[src/rtl/core/cdrc_pkg.sv]
package cdrc_pkg;

  // Field widths.
  localparam int unsigned FREQ_W = 12;
  localparam int unsigned FRAC_W = 3;
  localparam int unsigned QUO_W  = FREQ_W + FRAC_W;
  localparam int unsigned WORD_W = 32;

  // One long-division cell per quotient bit of 8*source / request.
  localparam int unsigned DIV_STEPS = QUO_W;

  // Byte address of the source frequency register on the configuration port.
  localparam logic [1:0] SOURCE_ADDR = 2'd0;

  // Register addresses carried in the top byte of each word.
  localparam logic [7:0] ADDR_COUNT = 8'h08;
  localparam logic [7:0] ADDR_FRAC  = 8'h09;
  localparam logic [7:0] ADDR_PHASE = 8'h07;

  // Largest integer ratio that still fits the 6-bit counts.
  localparam logic [FREQ_W-1:0] MAX_DIV = 12'd126;

  // 8*source == 17*request marks a ratio of exactly 2.125.
  localparam logic [QUO_W-1:0] QUO_2125 = 15'd17;

  // Word counts.
  localparam logic [1:0] COUNT_EXACT = 2'd2;
  localparam logic [1:0] COUNT_FRAC  = 2'd3;

  // Reset value of the source frequency register.
  localparam logic [FREQ_W-1:0] SOURCE_RESET = 12'd800;

  // Data handed from one division cell to the next.
  typedef struct packed {
    logic              valid;
    logic              err;
    logic [FREQ_W-1:0] rem;
    logic [QUO_W-1:0]  num;
    logic [QUO_W-1:0]  quo;
    logic [FREQ_W-1:0] den;
  } div_stage_t;

endpackage

[src/rtl/core/clock_divider_register_calc_core.sv]
// A request accepted at a clock edge passes through 15 long-division cells, the
// first loaded at the accepting edge, and then the output register.
// Throughput: one request per cycle; the whole chain holds while a result stalls.
// Reset (rst, synchronous, active high) empties the chain, holds off requests and
// sets the source frequency register to 800.
module clock_divider_register_calc_core
  import cdrc_pkg::*;
(
  input  logic              clk,
  input  logic              rst,
  // Configuration port.
  input  logic              psel,
  input  logic              penable,
  input  logic              pwrite,
  input  logic [1:0]        paddr,
  input  logic [31:0]       pwdata,
  output logic [31:0]       prdata,
  output logic              pready,
  // Request channel.
  input  logic              req_valid,
  output logic              req_stall,
  input  logic [FREQ_W-1:0] target_freq,
  // Result channel.
  output logic              res_valid,
  input  logic              res_stall,
  output logic [WORD_W-1:0] word_hi_lo,
  output logic [WORD_W-1:0] word_frac,
  output logic [WORD_W-1:0] word_phase,
  output logic [1:0]        word_count,
  output logic              error
);

  logic [FREQ_W-1:0] source_freq;
  logic              adv;
  div_stage_t        chain [DIV_STEPS+1];

  // Configuration register at byte address zero; reads always return it.
  assign pready = 1'b1;
  assign prdata = {20'd0, source_freq};

  always_ff @(posedge clk) begin
    if (rst) begin
      source_freq <= SOURCE_RESET;
    end else if (psel && penable && pwrite && pready && (paddr == SOURCE_ADDR)) begin
      source_freq <= pwdata[FREQ_W-1:0];
    end
  end

  // The chain moves unless a finished result is waiting.
  assign adv       = !(res_valid && res_stall);
  assign req_stall = !adv || rst;

  // Entry of the chain: dividend is 8*source, early errors flagged here.
  always_comb begin
    chain[0].valid = req_valid;
    chain[0].err   = (target_freq == '0) || (target_freq > source_freq);
    chain[0].rem   = '0;
    chain[0].num   = {source_freq, {FRAC_W{1'b0}}};
    chain[0].quo   = '0;
    chain[0].den   = target_freq;
  end

  // One cell per quotient bit.
  for (genvar k = 0; k < DIV_STEPS; k++) begin : g_cell
    cdrc_div_cell u_cell (
      .clk       (clk),
      .rst       (rst),
      .adv       (adv),
      .stage_in  (chain[k]),
      .stage_out (chain[k+1])
    );
  end

  cdrc_format u_format (
    .clk        (clk),
    .rst        (rst),
    .adv        (adv),
    .stage_in   (chain[DIV_STEPS]),
    .res_valid  (res_valid),
    .word_hi_lo (word_hi_lo),
    .word_frac  (word_frac),
    .word_phase (word_phase),
    .word_count (word_count),
    .error      (error)
  );

`ifndef SYNTHESIS
  // An error result carries nothing to write.
  assert property (@(posedge clk) disable iff (rst)
    res_valid && error |-> word_count == '0 && word_hi_lo == '0)
    else $error("error result carries register words");

  // A good result always enables the counter and names two or three words.
  assert property (@(posedge clk) disable iff (rst)
    res_valid && !error |-> word_hi_lo[20] &&
      (word_count == COUNT_EXACT || word_count == COUNT_FRAC))
    else $error("good result with bad count word");

  // An exact ratio never sets a phase or fall flag.
  assert property (@(posedge clk) disable iff (rst)
    res_valid && !error && word_count == COUNT_EXACT |-> word_phase[23:8] == '0)
    else $error("exact ratio with nonzero phase register");

  // Words agree on the count carried in their low byte.
  assert property (@(posedge clk) disable iff (rst)
    res_valid |-> word_frac[1:0] == word_count && word_phase[1:0] == word_count)
    else $error("count byte mismatch between words");
`endif

endmodule

[src/rtl/core/cdrc_div_cell.sv]
module cdrc_div_cell
  import cdrc_pkg::*;
(
  input  logic       clk,
  input  logic       rst,
  input  logic       adv,
  input  div_stage_t stage_in,
  output div_stage_t stage_out
);

  logic [FREQ_W:0]   trial;
  logic [FREQ_W:0]   diff;
  logic              ge;
  div_stage_t        stage_next;

  // One restoring step: bring down the next dividend bit and try to subtract.
  always_comb begin
    trial = {stage_in.rem, stage_in.num[QUO_W-1]};
    diff  = trial - {1'b0, stage_in.den};
    ge    = (trial >= {1'b0, stage_in.den});
    stage_next       = stage_in;
    stage_next.rem   = ge ? diff[FREQ_W-1:0] : trial[FREQ_W-1:0];
    stage_next.num   = {stage_in.num[QUO_W-2:0], 1'b0};
    stage_next.quo   = {stage_in.quo[QUO_W-2:0], ge};
  end

  // Valid is control state and is cleared by reset; the rest is payload.
  always_ff @(posedge clk) begin
    if (rst) begin
      stage_out.valid <= 1'b0;
    end else if (adv) begin
      stage_out.valid <= stage_next.valid;
    end
    if (adv) begin
      stage_out.err <= stage_next.err;
      stage_out.rem <= stage_next.rem;
      stage_out.num <= stage_next.num;
      stage_out.quo <= stage_next.quo;
      stage_out.den <= stage_next.den;
    end
  end

endmodule

[src/rtl/core/cdrc_format.sv]
module cdrc_format
  import cdrc_pkg::*;
(
  input  logic              clk,
  input  logic              rst,
  input  logic              adv,
  input  div_stage_t        stage_in,
  output logic              res_valid,
  output logic [WORD_W-1:0] word_hi_lo,
  output logic [WORD_W-1:0] word_frac,
  output logic [WORD_W-1:0] word_phase,
  output logic [1:0]        word_count,
  output logic              error
);

  logic [FREQ_W-1:0] div;
  logic [FRAC_W-1:0] frac;
  logic              rem_nz;
  logic              odd;
  logic              is_2125;
  logic              err_all;
  logic [5:0]        half;
  logic [5:0]        hi;
  logic [5:0]        lo;
  logic [3:0]        e;
  logic              rise;
  logic              fall;
  logic [15:0]       reg_cnt;
  logic [15:0]       reg_frac;
  logic [15:0]       reg_phase;
  logic [1:0]        count;

  // Split the quotient into integer part and eighths, then build the registers.
  always_comb begin
    div     = stage_in.quo[QUO_W-1:FRAC_W];
    frac    = stage_in.quo[FRAC_W-1:0];
    rem_nz  = (frac != '0) || (stage_in.rem != '0);
    odd     = div[0];
    is_2125 = (stage_in.quo == QUO_2125) && (stage_in.rem == '0);
    err_all = stage_in.err || (div > MAX_DIV) || (rem_nz && (div < 12'd2));
    half    = div[6:1];
    e       = {odd, frac};
    rise    = (e >= 4'd1) && (e <= 4'd8);
    fall    = ((e >= 4'd2) && (e <= 4'd9)) || is_2125;
    if (!rem_nz) begin
      count     = COUNT_EXACT;
      hi        = half;
      lo        = half + {5'd0, odd};
      reg_frac  = {8'd0, odd, 7'd0};
      reg_phase = '0;
    end else begin
      count     = COUNT_FRAC;
      hi        = (e <= 4'd8) ? half - 6'd1 : half;
      lo        = (e <= 4'd9) ? half - 6'd1 : half;
      reg_frac  = {1'b0, frac, 1'b1, rise, 10'd0};
      reg_phase = {2'b00, odd, frac[2:1], fall, 10'd0};
    end
    reg_cnt = {4'b0001, hi, lo};
  end

  // Output register; it holds while the result is stalled.
  always_ff @(posedge clk) begin
    if (rst) begin
      res_valid <= 1'b0;
    end else if (adv) begin
      res_valid <= stage_in.valid;
    end
  end

  always_ff @(posedge clk) begin
    if (adv) begin
      if (err_all) begin
        word_hi_lo <= '0;
        word_frac  <= '0;
        word_phase <= '0;
        word_count <= '0;
        error      <= 1'b1;
      end else begin
        word_hi_lo <= {ADDR_COUNT, reg_cnt, 6'd0, count};
        word_frac  <= {ADDR_FRAC, reg_frac, 6'd0, count};
        word_phase <= {ADDR_PHASE, reg_phase, 6'd0, count};
        word_count <= count;
        error      <= 1'b0;
      end
    end
  end

endmodule

[config.mk]
export PLATFORM = sky130hd
export DESIGN_NAME = clock_divider_register_calc_core
export DESIGN_NICKNAME = d
export VERILOG_FILES = /design/src/rtl/core/cdrc_pkg.sv /design/src/rtl/core/clock_divider_register_calc_core.sv /design/src/rtl/core/cdrc_div_cell.sv /design/src/rtl/core/cdrc_format.sv
export SDC_FILE = /design/constraint.sdc
export NUM_CORES = 1
export LEC_CHECK = 0
export ABC_AREA = 0
export BUFFER_PORTS_ARGS = -buffer_cell sky130_fd_sc_hd__buf_2
export CORE_MARGIN = 3
export CORE_UTILIZATION = 60
export DETAILED_ROUTE_END_ITERATION = 6
export GPL_TIMING_DRIVEN = 0
export PLACE_DENSITY_LB_ADDON = 0.12
export SYNTH_ARGS = -nofsm -noshare
export SYNTH_HDL_FRONTEND = slang
export SYNTH_SLANG_ARGS = --single-unit
[constraint.sdc]
create_clock -name clk -period 22 [get_ports clk]
set_input_delay 0 -clock clk [delete_from_list [all_inputs] [get_ports clk]]
set_output_delay 0 -clock clk [all_outputs]
set_load 0.1 [all_outputs]
==> metrics.txt <==
EDFF count, synth 572; Placed Cells incl. Taps roughly 3,200; Top Ports 187; CP top delay family buffers and inverters; vias 18,400; Hold Path Sink g_cell[0].u_cell.stage_out[9]$_DFFE_PN_; fmax ~350 MHz; setup bufs post-CTS 0; asr flop ratio synth 0%; relative slew slack 49.7%; cell taking the most area after synthesis edfxtp_1; Required @ worst endpoint roughly 22 ns; Sink Count 600; vias per cell 5.46; DP Wirelength 38,700 microns; Min Hold Slack around 0.11 ns; 1st-iter DRT viols 1,070; Congestion Overflow GR 0; most frequent cells in the layout 572 x edfxtp_1, 227 x inv_1, 187 x ha_1; RSZ-0062 raised after global routing false; dominant synthesized flop cell edfxtp_1; GP Congestion 0.936; DRC viols 0; Leak 15.2 nW; status complete, no violations; FF-to-FF End u_format.word_hi_lo[13]$_SDFFCE_PP0N_; vias in the first global route 18,300; most common cell after layout, fill and taps aside edfxtp_1; PortBufs 83; core area 49,400 sq um; worst vdd ir 0.0000694 V; Die W 231 microns; post-synthesis xor/xnor area fraction 3.15%; largest net degree at the start of global routing 78; Critical-path top delay cell clkbuf_4; share of layout cells above drive strength 1 17.7%; first-pass GRT wire length 89,300 microns; CP Max Fanout 68; FP Rows between 80 and 90; # H-tree levels 2; CTS buffer count 61; Inserted Diodes 0; Warnings, synthesis 0; Post-Syn Area ~30,000 sq um; Clock Skew 0.0229 ns; worst skew pair latency 0.62 ns; Finished Cell Area 34,400 sq um; Crit path top cell by count buf_16; Initial Util about 61%; reg-to-reg startpoint u_format.res_valid$_SDFFE_PP0N_; Worst Tran Pin Value around 0.74 ns; wirelength, routed approximately 54,000 microns; post-synthesis simple-gate area fraction 8.13%; DR pass1 iterations 7; Synth area leaders edfxtp_1 57%, ha_1 7.7%, mux2_2 3.4%, buf_4 2.9%, inv_1 2.8%; largest family of logic cells by synthesized area compound AO/OA/AOI/OAI gates; share of the yosys chip area belonging to registers 58.6%; Hold Path Cell Cnt 2; CTS tree yes; DR WL/cell 16.0 microns; gate count after technology mapping 2,374; Cell Count, Final, Fillers Out 3,363; number of synthesized register bits 600; period utilisation layout between 10% and 20%; clock tree buffer depth 3; mux cell area share after synthesis under 10%; Slew Limit Fails 0; compound-cell area share of the yosys netlist 9.98%; hold_sp target_freq[9]; GR Util All Layers 20.5%; CP bufs+invs 6; Clock Tree Root clkbuf_16; PwrDens about 110 nW/um^2; post-synthesis adder-cell area fraction under 10%; Synth top area share 56.8%; Critical Path AT approximately 3.2 ns; clock-pin slew of the registers on the worst-case setup and hold paths 0.06 ns; remaining antenna violation count after routing 0; HP Class input pin to flip-flop; crit start category flip-flop; area delta synth->final 13.8%; worst-path cell chain and2_1 > clkbuf_1 > inv_1 > clkbuf_4 > buf_16 > buf_16 > buf_16; Cell variety after synth between 70 and 80; Die Height about 230 microns; DIE AREA 53,200 sq um; Post-DP Area 32,000 sq um; Max Cap Viol 0; FF-to-FF path depth 7; synthesized area per cell ~13 sq um; worst stage delay on the critical path 0.63 ns; setup slack, reg-to-reg 19.12 ns; final setup fails 0; min cycle time layout just under 3 ns; initial antenna violation count 0; Fin. Hold Viols 0; Final nets roughly 2,900; CP endpoint kind flip-flop; WS Path Type flip-flop to flip-flop
-- metrics by stage --
stage | TNS (ns) | setup slack [ns] | util, % | power [mW]
CTS | 0 | 19.10 | 69.8 | 3.72
global route | 0 | 18.91 | 69.8 | 3.90
global placement | -187.24 | -0.393 | 64.4 | 2.67
finish | 0 | 19.12 | 69.8 | 3.70
floorplan | 0 | 3.99 | - | 2.48
detailed placement | 0 | 19.10 | 64.9 | 2.70
-- synth_stat cells (all sizes together), types with 14 or more instances --
cell / count
a211oi: 27
a21o: 51
a21oi: 149
a31oi: 14
and2: 17
and3: 24
buf: 128
dfxtp: 28
edfxtp: 572
fa: 14
ha: 187
inv: 228
mux2: 112
mux2i: 24
nand2: 126
nand2b: 38
nand3: 30
nor2: 96
nor2b: 37
nor3: 47
nor4: 18
o21a: 16
o21ai: 114
o311ai: 18
or2: 22
or3: 15
xnor2: 58
xor2: 51
-- cells by family after synthesis --
logic type                 Yosys count
and+or+nand+nor                    494
adders and majority gates          201
xor gates and xnor gates           109
other                                2
buffers and inverters              370
muxes                              136
DFF                                600
AOI/OAI and AO/OA                  462
-- sequential cells by signal, summed over array words and instances (netlist names) --
name,cells
u_format.word_count,1
u_format.error,1
g_cell.u_cell.stage_out,564
u_format.word_hi_lo,13
u_format.word_frac,4
u_format.res_valid,1
source_freq,12
u_format.word_phase,4
-- where the power goes --
| group | total [mW] | internal (mW) | switching [mW] |
|---|---|---|---|
| Combinational | 1.16 | 0.453 | 0.711 |
| Sequential | 1.53 | 1.45 | 0.0793 |
| Clock | 1.01 | 0.590 | 0.419 |
-- worst max-delay path by stage --
stage                                          startpoint                                         to  slack [ns]  cells past startpoint
after floorplan           u_format.res_valid$_SDFFE_PP0N_    g_cell[0].u_cell.stage_out[0]$_DFFE_PN_        3.99                      4
after global routing      u_format.res_valid$_SDFFE_PP0N_   g_cell[5].u_cell.stage_out[53]$_DFFE_PN_       18.91                      7
after CTS                 u_format.res_valid$_SDFFE_PP0N_      u_format.word_hi_lo[10]$_SDFFCE_PP0N_       19.10                      7
after detailed placement  u_format.res_valid$_SDFFE_PP0N_      u_format.word_hi_lo[13]$_SDFFCE_PP0N_       19.10                      7
after global placement    u_format.res_valid$_SDFFE_PP0N_  g_cell[14].u_cell.stage_out[26]$_DFFE_PN_       -0.39                      4
final                     u_format.res_valid$_SDFFE_PP0N_      u_format.word_hi_lo[13]$_SDFFCE_PP0N_       19.12                      7
-- timing repair --
action                                 in CTS  in global routing
endpoints found under the hold margin      44                  0
hold buffers                               41                  0
resized for setup                           0                  0
-- worst register-to-register path: stages, from the launching register on --
cell and delay, ns:
dfxtp_1 0.30, and2_1 0.14, clkbuf_1 0.17, inv_1 0.22
clkbuf_4 0.63, buf_16 0.33, buf_16 0.35, buf_16 0.34
-- area by class of cell --
| class | instances | area, sq um |
|---|---|---|
| Clock buffer | 75 | 1650 |
| Clock inverter | 38 | 347 |
| Tap cell | 664 | 831 |
| Fill cell | 3384 | 14900 |
| Multi-Input combinational cell | 1484 | 10900 |
| Buffer | 141 | 1040 |
| Inverter | 229 | 860 |
| Sequential cell | 600 | 17700 |
| Timing Repair Buffer | 132 | 1050 |
-- per-layer routing --
metal | global-route usage (%) | part of all wire [%] | wire length [microns] | vias up
met5 | 0 | 0 | 0 | -
met4 | 7.46 | 3.3 | 1790 | 0
met3 | 3.62 | 5.4 | 2930 | 128
met2 | 35.2 | 49 | 26200 | 492
met1 | 26.3 | 43 | 22900 | 8679
li1 | - | - | - | 9072
(Power assumes the default switching activity.)
